[src/design/tga_pkg.sv]
package tga_pkg;

    // One byte of the file stream
    typedef struct packed {
        logic [7:0] data_byte;
        logic       start_of_file;
    } tga_in_t;

    // One decoded result
    typedef struct packed {
        logic [1:0]  result_kind;
        logic [31:0] pixel_data;
        logic [2:0]  pixel_bytes;
        logic [15:0] column;
        logic [15:0] row;
        logic        last;
    } tga_out_t;

    localparam logic [1:0] KIND_ACCEPT = 2'd0;
    localparam logic [1:0] KIND_PIXEL  = 2'd1;
    localparam logic [1:0] KIND_REJECT = 2'd2;

    // Header byte positions
    localparam logic [4:0] HDR_ID_LEN    = 5'd0;
    localparam logic [4:0] HDR_CMAP_TYPE = 5'd1;
    localparam logic [4:0] HDR_IMG_TYPE  = 5'd2;
    localparam logic [4:0] HDR_WIDTH_LO  = 5'd12;
    localparam logic [4:0] HDR_WIDTH_HI  = 5'd13;
    localparam logic [4:0] HDR_HEIGHT_LO = 5'd14;
    localparam logic [4:0] HDR_HEIGHT_HI = 5'd15;
    localparam logic [4:0] HDR_PIX_DEPTH = 5'd16;
    localparam logic [4:0] HDR_DESC      = 5'd17;
    localparam logic [4:0] HDR_LAST      = HDR_DESC;

    localparam logic [7:0] IMG_TYPE_TRUECOLOR = 8'd2;
    localparam logic [7:0] DEPTH_16           = 8'd16;
    localparam logic [7:0] DEPTH_24           = 8'd24;
    localparam logic [7:0] DEPTH_32           = 8'd32;
    localparam logic [3:0] ATTR_BITS_32       = 4'd8;

    // Descriptor bit positions
    localparam int DESC_FLIP_BIT   = 5;
    localparam int DESC_RSVD_BIT   = 4;

endpackage

[src/design/tga_parse.sv]
module tga_parse (
    input  logic              clk,
    input  logic              rst_n,
    input  logic              step,
    input  tga_pkg::tga_in_t  item,
    output logic              res_valid,
    output tga_pkg::tga_out_t res
);
    import tga_pkg::*;

    typedef enum logic [2:0] {
        PH_HEADER,
        PH_ID,
        PH_DATA,
        PH_DONE,
        PH_REJECTED
    } phase_t;

    phase_t      phase_reg,    phase_next;
    logic [4:0]  hdr_cnt_reg,  hdr_cnt_next;
    logic [7:0]  id_len_reg,   id_len_next;
    logic [7:0]  cmap_reg,     cmap_next;
    logic [7:0]  itype_reg,    itype_next;
    logic [15:0] width_reg,    width_next;
    logic [15:0] height_reg,   height_next;
    logic [7:0]  pbits_reg,    pbits_next;
    logic [7:0]  desc_reg,     desc_next;
    logic [7:0]  id_rem_reg,   id_rem_next;
    logic [1:0]  byte_idx_reg, byte_idx_next;
    logic [23:0] asm_reg,      asm_next;
    logic [15:0] col_reg,      col_next;
    logic [15:0] line_reg,     line_next;

    phase_t      cur_phase;
    logic [4:0]  cur_cnt;
    logic [7:0]  b;
    logic        hdr_ok;
    logic [1:0]  last_idx;
    logic [16:0] col_inc;
    logic [16:0] line_inc;
    logic        pix_last;

    assign b         = item.data_byte;
    // start of file restarts the header capture with this byte
    assign cur_phase = item.start_of_file ? PH_HEADER : phase_reg;
    assign cur_cnt   = item.start_of_file ? 5'd0 : hdr_cnt_reg;

    // Checked on the descriptor byte itself, which is the current byte
    always_comb
    begin
        hdr_ok = (cmap_reg <= 8'd1) && (itype_reg == IMG_TYPE_TRUECOLOR)
                 && !b[DESC_RSVD_BIT] && (b[7:6] == 2'd0);
        if (pbits_reg == DEPTH_16)
            hdr_ok = hdr_ok && (b[3:0] <= 4'd1);
        else if (pbits_reg == DEPTH_24)
            hdr_ok = hdr_ok && (b[3:0] == 4'd0);
        else if (pbits_reg == DEPTH_32)
            hdr_ok = hdr_ok && (b[3:0] == ATTR_BITS_32);
        else
            hdr_ok = 1'b0;
    end

    always_comb
    begin
        if (pbits_reg == DEPTH_16)
            last_idx = 2'd1;
        else if (pbits_reg == DEPTH_24)
            last_idx = 2'd2;
        else
            last_idx = 2'd3;
    end

    assign col_inc  = {1'b0, col_reg} + 17'd1;
    assign line_inc = {1'b0, line_reg} + 17'd1;
    assign pix_last = (col_inc == {1'b0, width_reg}) && (line_inc == {1'b0, height_reg});

    always_comb
    begin
        phase_next    = cur_phase;
        hdr_cnt_next  = cur_cnt;
        id_len_next   = id_len_reg;
        cmap_next     = cmap_reg;
        itype_next    = itype_reg;
        width_next    = width_reg;
        height_next   = height_reg;
        pbits_next    = pbits_reg;
        desc_next     = desc_reg;
        id_rem_next   = id_rem_reg;
        byte_idx_next = byte_idx_reg;
        asm_next      = asm_reg;
        col_next      = col_reg;
        line_next     = line_reg;
        res_valid     = 1'b0;
        res           = '0;

        unique case (cur_phase)
            PH_HEADER:
            begin
                unique case (cur_cnt)
                    HDR_ID_LEN:    id_len_next        = b;
                    HDR_CMAP_TYPE: cmap_next          = b;
                    HDR_IMG_TYPE:  itype_next         = b;
                    HDR_WIDTH_LO:  width_next[7:0]    = b;
                    HDR_WIDTH_HI:  width_next[15:8]   = b;
                    HDR_HEIGHT_LO: height_next[7:0]   = b;
                    HDR_HEIGHT_HI: height_next[15:8]  = b;
                    HDR_PIX_DEPTH: pbits_next         = b;
                    HDR_DESC:      desc_next          = b;
                    default: ;
                endcase
                if (cur_cnt != HDR_LAST)
                begin
                    hdr_cnt_next = cur_cnt + 5'd1;
                end
                else
                begin
                    hdr_cnt_next = 5'd0;
                    res_valid    = 1'b1;
                    if (!hdr_ok)
                    begin
                        phase_next      = PH_REJECTED;
                        res.result_kind = KIND_REJECT;
                    end
                    else
                    begin
                        res.result_kind = KIND_ACCEPT;
                        byte_idx_next   = 2'd0;
                        asm_next        = '0;
                        col_next        = '0;
                        line_next       = '0;
                        if (width_reg == 16'd0 || height_reg == 16'd0)
                        begin
                            phase_next = PH_DONE;
                            res.last   = 1'b1;
                        end
                        else
                        begin
                            id_rem_next = id_len_reg;
                            phase_next  = (id_len_reg != 8'd0) ? PH_ID : PH_DATA;
                        end
                    end
                end
            end
            PH_ID:
            begin
                id_rem_next = id_rem_reg - 8'd1;
                if (id_rem_next == 8'd0)
                    phase_next = PH_DATA;
            end
            PH_DATA:
            begin
                if (byte_idx_reg != last_idx)
                begin
                    unique case (byte_idx_reg)
                        2'd0:    asm_next[7:0]   = b;
                        2'd1:    asm_next[15:8]  = b;
                        2'd2:    asm_next[23:16] = b;
                        default: ;
                    endcase
                    byte_idx_next = byte_idx_reg + 2'd1;
                end
                else
                begin
                    res_valid       = 1'b1;
                    res.result_kind = KIND_PIXEL;
                    res.pixel_bytes = {1'b0, last_idx} + 3'd1;
                    // swap bytes 0 and 2 on 24- and 32-bit pixels
                    unique case (last_idx)
                        2'd1:    res.pixel_data = {16'h0, b, asm_reg[7:0]};
                        2'd2:    res.pixel_data = {8'h0, asm_reg[7:0], asm_reg[15:8], b};
                        default: res.pixel_data = {b, asm_reg[7:0], asm_reg[15:8],
                                                   asm_reg[23:16]};
                    endcase
                    res.column = col_reg;
                    res.row    = desc_reg[DESC_FLIP_BIT] ? (height_reg - 16'd1 - line_reg)
                                                         : line_reg;
                    res.last   = pix_last;
                    byte_idx_next = 2'd0;
                    asm_next      = '0;
                    if (col_inc >= {1'b0, width_reg})
                    begin
                        col_next  = '0;
                        line_next = line_inc[15:0];
                    end
                    else
                    begin
                        col_next = col_inc[15:0];
                    end
                    if (pix_last)
                        phase_next = PH_DONE;
                end
            end
            default: ;
        endcase
    end

    always_ff @(posedge clk or negedge rst_n)
    begin
        if (!rst_n)
        begin
            phase_reg    <= PH_HEADER;
            hdr_cnt_reg  <= '0;
            id_len_reg   <= '0;
            cmap_reg     <= '0;
            itype_reg    <= '0;
            width_reg    <= '0;
            height_reg   <= '0;
            pbits_reg    <= '0;
            desc_reg     <= '0;
            id_rem_reg   <= '0;
            byte_idx_reg <= '0;
            asm_reg      <= '0;
            col_reg      <= '0;
            line_reg     <= '0;
        end
        else if (step)
        begin
            phase_reg    <= phase_next;
            hdr_cnt_reg  <= hdr_cnt_next;
            id_len_reg   <= id_len_next;
            cmap_reg     <= cmap_next;
            itype_reg    <= itype_next;
            width_reg    <= width_next;
            height_reg   <= height_next;
            pbits_reg    <= pbits_next;
            desc_reg     <= desc_next;
            id_rem_reg   <= id_rem_next;
            byte_idx_reg <= byte_idx_next;
            asm_reg      <= asm_next;
            col_reg      <= col_next;
            line_reg     <= line_next;
        end
    end

    a_pixel_only_in_data: assert property (@(posedge clk) disable iff (!rst_n)
        step && res_valid && res.result_kind == KIND_PIXEL
        |-> !item.start_of_file && phase_reg == PH_DATA)
        else $error("pixel produced outside the data phase");

    a_header_on_last_byte: assert property (@(posedge clk) disable iff (!rst_n)
        step && res_valid && res.result_kind != KIND_PIXEL
        |-> !item.start_of_file && hdr_cnt_reg == HDR_LAST)
        else $error("header verdict before the descriptor byte");

    a_byte_idx_in_range: assert property (@(posedge clk) disable iff (!rst_n)
        phase_reg == PH_DATA |-> byte_idx_reg <= last_idx)
        else $error("pixel byte index past the pixel size");

endmodule

[src/design/tga_out_stage.sv]
module tga_out_stage (
    input  logic              clk,
    input  logic              rst_n,
    input  logic              load,
    input  logic              res_valid,
    input  tga_pkg::tga_out_t res,
    output logic              room,
    output logic              valid,
    input  logic              stall,
    output tga_pkg::tga_out_t data
);
    import tga_pkg::*;

    logic     valid_reg;
    tga_out_t data_reg;

    // free when empty or when the held result transfers this cycle
    assign room  = !valid_reg || !stall;
    assign valid = valid_reg;
    assign data  = data_reg;

    always_ff @(posedge clk or negedge rst_n)
    begin
        if (!rst_n)
            valid_reg <= 1'b0;
        else if (room)
            valid_reg <= load && res_valid;
    end

    always_ff @(posedge clk)
    begin
        if (room && load && res_valid)
            data_reg <= res;
    end

endmodule

[src/design/tga_truecolor_stream_decoder_core.sv]
// TGA uncompressed true-color stream decoder.
// Input channel (in_valid / in_stall / in_data): one file byte per transfer,
// with start_of_file set on the first header byte of each file.
// Output channel (out_valid / out_stall / out_data): zero or one result per
// byte: a header verdict (accepted or rejected) after byte 17, then one pixel
// per 2, 3 or 4 data bytes with its column and destination row.
// The byte that completes a result passes through the input register, then the result
// register, before out_valid rises.
// Throughput: one byte per cycle unless a result is stalled; no bubbles between files.
// Both stages are single registers; the parser updates its header and pixel
// counters in the same cycle the byte leaves the input register.
// When out_stall is high with a result held, the parser stops and the input
// register keeps its byte; in_stall rises only while that byte is waiting.
// Reset clears both valid flags and puts the parser back to header capture;
// bytes after a rejected header, an empty image's header or the final pixel are
// dropped until the next start_of_file.
module tga_truecolor_stream_decoder_core (
    input  logic              clk,
    input  logic              rst_n,
    input  logic              in_valid,
    output logic              in_stall,
    input  tga_pkg::tga_in_t  in_data,
    output logic              out_valid,
    input  logic              out_stall,
    output tga_pkg::tga_out_t out_data
);
    import tga_pkg::*;

    logic     in_valid_reg;
    tga_in_t  in_data_reg;
    logic     room;
    logic     advance;
    logic     res_valid;
    tga_out_t res;

    // advance the held byte whenever the result register can take its result
    assign advance  = in_valid_reg && room;
    // hold the input only while a byte waits on a stalled result
    assign in_stall = in_valid_reg && !room;

    always_ff @(posedge clk or negedge rst_n)
    begin
        if (!rst_n)
            in_valid_reg <= 1'b0;
        else if (in_valid && !in_stall)
            in_valid_reg <= 1'b1;
        else if (advance)
            in_valid_reg <= 1'b0;
    end

    always_ff @(posedge clk)
    begin
        if (in_valid && !in_stall)
            in_data_reg <= in_data;
    end

    tga_parse u_parse (
        .clk       (clk),
        .rst_n     (rst_n),
        .step      (advance),
        .item      (in_data_reg),
        .res_valid (res_valid),
        .res       (res)
    );

    tga_out_stage u_out (
        .clk       (clk),
        .rst_n     (rst_n),
        .load      (advance),
        .res_valid (res_valid),
        .res       (res),
        .room      (room),
        .valid     (out_valid),
        .stall     (out_stall),
        .data      (out_data)
    );

    a_stall_needs_byte: assert property (@(posedge clk) disable iff (!rst_n)
        in_stall |-> in_valid_reg && out_valid && out_stall)
        else $error("input stalled without a blocked byte");

    a_result_follows_step: assert property (@(posedge clk) disable iff (!rst_n)
        advance && res_valid |=> out_valid)
        else $error("result lost between parser and result register");

    a_stalled_result_held: assert property (@(posedge clk) disable iff (!rst_n)
        out_valid && out_stall |=> out_valid && $stable(out_data))
        else $error("stalled result changed");

endmodule
[config.mk]
export PLATFORM = sky130hd
export DESIGN_NAME = tga_truecolor_stream_decoder_core
export DESIGN_NICKNAME = d
export VERILOG_FILES = /design/src/design/tga_pkg.sv /design/src/design/tga_parse.sv /design/src/design/tga_out_stage.sv /design/src/design/tga_truecolor_stream_decoder_core.sv
export SDC_FILE = /design/constraint.sdc
export NUM_CORES = 1
export LEC_CHECK = 0
export ABC_CLOCK_PERIOD_IN_PS = 9050
export BUFFER_PORTS_ARGS = -buffer_cell sky130_fd_sc_hd__buf_4
export CAP_MARGIN = 20
export CORE_ASPECT_RATIO = 1.25
export CORE_MARGIN = 3
export CORE_UTILIZATION = 55
export DETAILED_ROUTE_END_ITERATION = 12
export GPL_TIMING_DRIVEN = 0
export HOLD_SLACK_MARGIN = 0.12
export PLACE_DENSITY = 0.74
export SLEW_MARGIN = 10
export SYNTH_ARGS = -nofsm -noshare
export SYNTH_HDL_FRONTEND = slang
export SYNTH_HIERARCHICAL = 1
export SYNTH_SLANG_ARGS = --single-unit
[constraint.sdc]
create_clock -name clk -period 9.05 [get_ports clk]
set_input_delay 1.81 -clock clk [delete_from_list [all_inputs] [get_ports clk]]
set_output_delay 1.81 -clock clk [all_outputs]
set_load 0.02 [all_outputs]
== Word-level counts from Yosys, hierarchy flattened ==
Index checks and enable logic that the tools add are counted.
Cells by class
  $add $sub $neg: 8
  order comparisons: 3
  eq/ne operators: 31
  muxes and demuxes: 55
  bitwise gates (word level): 1
  reduce and logical (&&, ||, !) cells: 49
Operators with widths (number)
  16-bit two-way mux: 7
  24-bit two-way mux: 3
  69-bit two-way mux: 1
  16-bit one-hot mux with 2 select lines: 2
  32-bit one-hot mux with 2 select lines: 1
  8-bit two-way mux: 6
  24-bit one-hot mux with 2 select lines: 1
  16-bit by 1-bit adder with 17-bit output, second input constant: 2
  17-bit by 16-bit == test with 1-bit output: 2
  16-bit logical NOT: 2
  3-bit AND reduction: 9
  5-bit AND reduction: 5
  3-bit two-way mux: 7
  5-bit by 4-bit == test with 1-bit output, second input constant: 4
  17-bit by 16-bit >= comparator with 1-bit output: 1
  8-bit by 5-bit == test with 1-bit output, second input constant: 2
  8-bit one-hot mux with 2 select lines: 1
  16-bit by 1-bit subtractor with 16-bit output, second input constant: 1
  16-bit subtractor: 1
  5-bit two-way mux: 3
  2-bit two-way mux: 7
  1-bit logical AND: 13
  1-bit two-way mux: 11
  5-bit == test, second input constant: 2
  36 further kinds: 53
Word-level totals
  bits in registers: 225
  bits of input ports: 13
  word-level logic and storage cells: 175

== Longest topological paths before layout ==
  word-level depth: 11
  mapped depth: 15
  depth with buffers taken out: 14

== Modules after synthesis ==
Netlist, hierarchy kept.
Modules (own cells, without submodules)
  tga_parse: instances 1, cells each 977, area an instance 9006.1 um2, seq. area each 3453.3 um2
  tga_out_stage: instances 1, cells each 75, area an instance 2143.3 um2, seq. area each 2127.0 um2
  tga_truecolor_stream_decoder_core: instances 1, cells each 15, area an instance 334.1 um2, seq. area each 295.3 um2

== Least setup slack after synthesis ==
OpenSTA, ideal clock, no wires.
  path kind: reg-to-reg
  start point: register u_parse.pbits_reg[6]
  end point: register u_out.data_reg (netlist bit u_out/data[0]), enable pin
  library setup time: 0.521 ns
  arrival: 5.691 ns
  required time: 8.529 ns
  slack: 2.837 ns
  stages on the path, launching flop included: 11
  path buffers: 3
  cells stage by stage: dfrtp_1 or4_4 nor4_2 buf_4 a21oi_2 a211o_1 clkbuf_1 buf_1 nand2_1 nand2_1 a21oi_1
On the way
  cells in the longest elaborated chain, start to end: 7
Ends and longest elaborated chain
  start, declared: RTL line tga_parse.sv:26  | logic [7:0] pbits_reg, pbits_next;
  start signal, assigned: RTL line tga_parse.sv:225  | pbits_reg <= pbits_next;
  8-bit by 5-bit == test with 1-bit output: RTL line tga_parse.sv:67  | else if (pbits_reg == DEPTH_24)
  1-bit two-way mux: RTL line tga_parse.sv:67
  2-bit two-way mux *: RTL line tga_parse.sv:65  | if (pbits_reg == DEPTH_16)
  2-bit inequality test *: RTL line tga_parse.sv:152  | if (byte_idx_reg != last_idx)
  1-bit two-way mux *: RTL line tga_parse.sv:152
  1-bit one-hot mux with 2 select lines *: RTL line tga_parse.sv:96  | unique case (cur_phase)
  named net res_valid: RTL line tga_truecolor_stream_decoder_core.sv:33  | logic res_valid;
  1-bit logical AND *: RTL line tga_out_stage.sv:32  | if (room && load && res_valid)
  end signal, assigned: RTL line tga_out_stage.sv:33  | data_reg <= res;
  end, declared: RTL line tga_out_stage.sv:15  | tga_out_t data_reg;
The timed path passes the listed nets; every way through them passes the cells marked *.
A chain may end at the register's enable or synchronous reset.

== Final worst setup path ==
  start point: register u_parse.col_reg[0]
  end point: register u_parse.col_reg[10]
On the way
  cells in the longest elaborated chain, start to end: 5
Ends and longest elaborated chain
  start, declared: RTL line tga_parse.sv:31  | logic [15:0] col_reg, col_next;
  start signal, assigned: RTL line tga_parse.sv:230  | col_reg <= col_next;
  16-bit by 1-bit adder with 17-bit output *: RTL line tga_parse.sv:73  | assign col_inc = {1'b0, col_reg} + 17'd1;
  17-bit by 16-bit >= comparator with 1-bit output: RTL line tga_parse.sv:180  | if (col_inc >= {1'b0, width_reg})
  16-bit two-way mux *: RTL line tga_parse.sv:180
  16-bit two-way mux *: RTL line tga_parse.sv:152
  16-bit one-hot mux with 2 select lines *: RTL line tga_parse.sv:96
Every way passes the cells marked *; elsewhere a longest branch is shown, timed or not. The select of a mux whose other input is x is not followed.

==> out/results.txt <==
post-synth top area cell - dfrtp_1
R2R depth - 14
initial core utilization - 0.565
Pre-Repair DR Iteration Count - 6
required time worst endpoint - 9.49 ns
post-layout util - 0.659
Setup CP Type - reg2reg
via count - 8695
Unique masters post-synth - 72
RePlAce Congestion - 0.897
Port Buf Inserts - 84
first-pass GRT wire length - 44.9 mm
CTS Buf Count - 23
Area Overhead vs Synth - 16.5%
Mapped Cells - 1067
Final Max Slew Viols - 0
maxcap violations - 0
total congestion overflow - 0
Vias/cell - 5.92
Non-Filler Instances - 1469
Syn Nets - 1124
register area share after synthesis - 0.512
outcome - finished clean
Hold/Removal Path Class - reg2reg
Synth Register Bits - 219
DIE WIDTH - 135 um
io pins - 85
Avg Cell Area, Syn - 10.8 um^2
Setup TNS Final - 0 ns
commonest non-fill, non-tap cells in the layout - dfrtp_1, nand2_1, buf_4
max reg flops - 70
Synth Flop Type - dfrtp_1
clk_lat worst skew - 0.53 ns
most common cell after layout, fill and taps aside - dfrtp_1
share of cells above drive strength 1 - 0.184
H-tree levels - 1
drt wl/cell - 18.7 um
Yosys top cell area share - 0.305
placed cells - 1425
maximum VDD drop - 0.164 mV
fmax - 0.232 GHz
Final period util - 0.476
postcts setup bufs - 0
Rel. slew slack - 0.347
Post-synth EDFFs - 79
Cells on Worst Hold Path - 2
pin count of the biggest net entering global routing - 92
Setup crit start kind - flip-flop
Clock Sinks - 219
Warnings, synthesis - 6
Worst-Margin Slew - 0.966 ns
Setup WS pre-CTS - 4.49 ns
FFs w/ async S/R, synth - 0.639
half-perimeter wire length after placement - 19.5 mm
synthesized area - 11500 um^2
Antenna Cells - 0
Tot GR Track Use - 0.246
RSZ-0062 raised after global routing - false
crit-path max FO - 10
Synth area leaders - dfrtp_1, edfxtp_1, mux2_2
Core ar. - 20300 um^2
final hold viol count - 0
Site Rows - 58
Layout Nets - 1239
CP endpoint kind - flip-flop
antenna-violating nets left - 0
CTS max path bufs - 3
CTS tree - built
Clock Skew - 0.0234 ns
worst path arrival time - 4.75 ns
routed wire length - 27.4 mm
vias in the first global route - 8682
CP peak stage delay - 0.65 ns
worst setup margin - 4.75 ns
endpoints failing setup - 0
initial antenna violation count - 0
Leak - 5.86 nW
most frequent CP cell - nand3_1
hold buffers post-CTS - 0
Die ar. - 22700 um^2
Remaining DRCs - 0
root buf cell - clkbuf_16
worst-path cell chain - ha_1 > nand3_1 > nor4_2 > nand3_1 > xnor2_1 > ha_1 > a21o_1 > a211oi_1 > o21ai_0 > a41o_1 > nor2_1 > clkbuf_1 > nand3_1 > o21ai_0
Slowest cell on crit path - nor4_2
Clock Pin Slew Worst Setup and Hold Paths - 0.06 ns
post-CTS resize count - 0
pwr/cell area - 164 nW/um^2
chip height - 168 um
post-layout min period - 4.30 ns
First DRT Iteration DRCs - 599
[cell usage after synthesis (4+ instances only)]
cell type    n
nand4_1     10
a31oi_1     10
xor2_1      21
xnor2_1     32
mux2i_1     31
buf_4        5
nand2_1     94
nor4b_1      4
buf_2        7
nor3_1      25
a211oi_1    14
nor2b_1      7
a32o_1       4
mux2_2      59
or2_2        4
clkbuf_1    35
a21oi_1     29
dfrtp_1    140
a21o_1      10
inv_1       46
o22a_1       8
nand2b_1    11
nor2_1      66
a22o_1      16
edfxtp_1    79
o21ai_0     80
nor4_1      24
nand3_1     30
or3_1        8
and3_1      21
buf_1        4
ha_1        43
o31ai_1      9
and2_1      20
o211ai_1     6
[report_power, final]
part           switching [mW]  leakage [nW]  internal (mW)
clock                   0.391         0.389          0.582
combinational          0.0605          2.70         0.0566
sequential             0.0361          2.77           1.07
total                   0.487          5.86           1.71
[area by class of cell]
cell class              instances  area [um^2]
plain buffers                  51          219
clock buffers                  28          626
clock inverters                14          163
fillers                      1605         6940
inverters                      46          173
multi-input cells             751         5230
flip-flops and latches        219         5880
well taps                     270          338
repair buffers                 90          761
[layer usage]
metal	global-route usage	vias up	routed length, um
li1	-	4113	-
met1	0.306	4228	11000
met2	0.422	263	13900
met3	0.0346	91	1220
met4	0.118	0	1360
met5	0	-	0
[per-stage QoR]
step	power (mW)	cell area [um^2]	hold slack [ns]
finish	2.20	13400	0.480
floorplan	1.19	11500	0.449
CTS	2.22	13400	0.484
global placement	1.23	12500	0.461
global route	2.28	13400	0.505
detailed placement	1.24	12600	0.471
[logic make-up after synthesis]
family          Yosys count  share of synthesized area
simple gates            349                      0.157
flops                   219                      0.512
compound gates          215                      0.123
buf+inv                  97                     0.0341
mux                      90                     0.0849
xor+xnor                 53                     0.0404
fa+ha+maj                44                     0.0486
[worst paths after layout]
check	startpoint	end	slack, ns
worst max-delay path	u_parse/col_reg[0]	u_parse/col_reg[10]	4.75
worst min-delay path	u_parse/asm_reg[18]	u_parse/asm_reg[18]	0.48
worst max register to register	u_parse/col_reg[0]	u_parse/col_reg[10]	4.75
worst min register to register	u_parse/asm_reg[18]	u_parse/asm_reg[18]	0.48
max in group asynchronous	rst_n	u_parse/asm_reg[12]	7.09
min in group asynchronous	rst_n	u_parse/height_reg[11]	1.20
[critical path: cells and delay by family, from the launching register on]
family          cells  cell delay, ns
simple gates        5            1.50
compound gates      5            0.96
fa+ha+maj           2            0.57
buf+inv             1            0.46
flops               1            0.45
xor+xnor            1            0.26
Power figures use the tool's default switching activity.
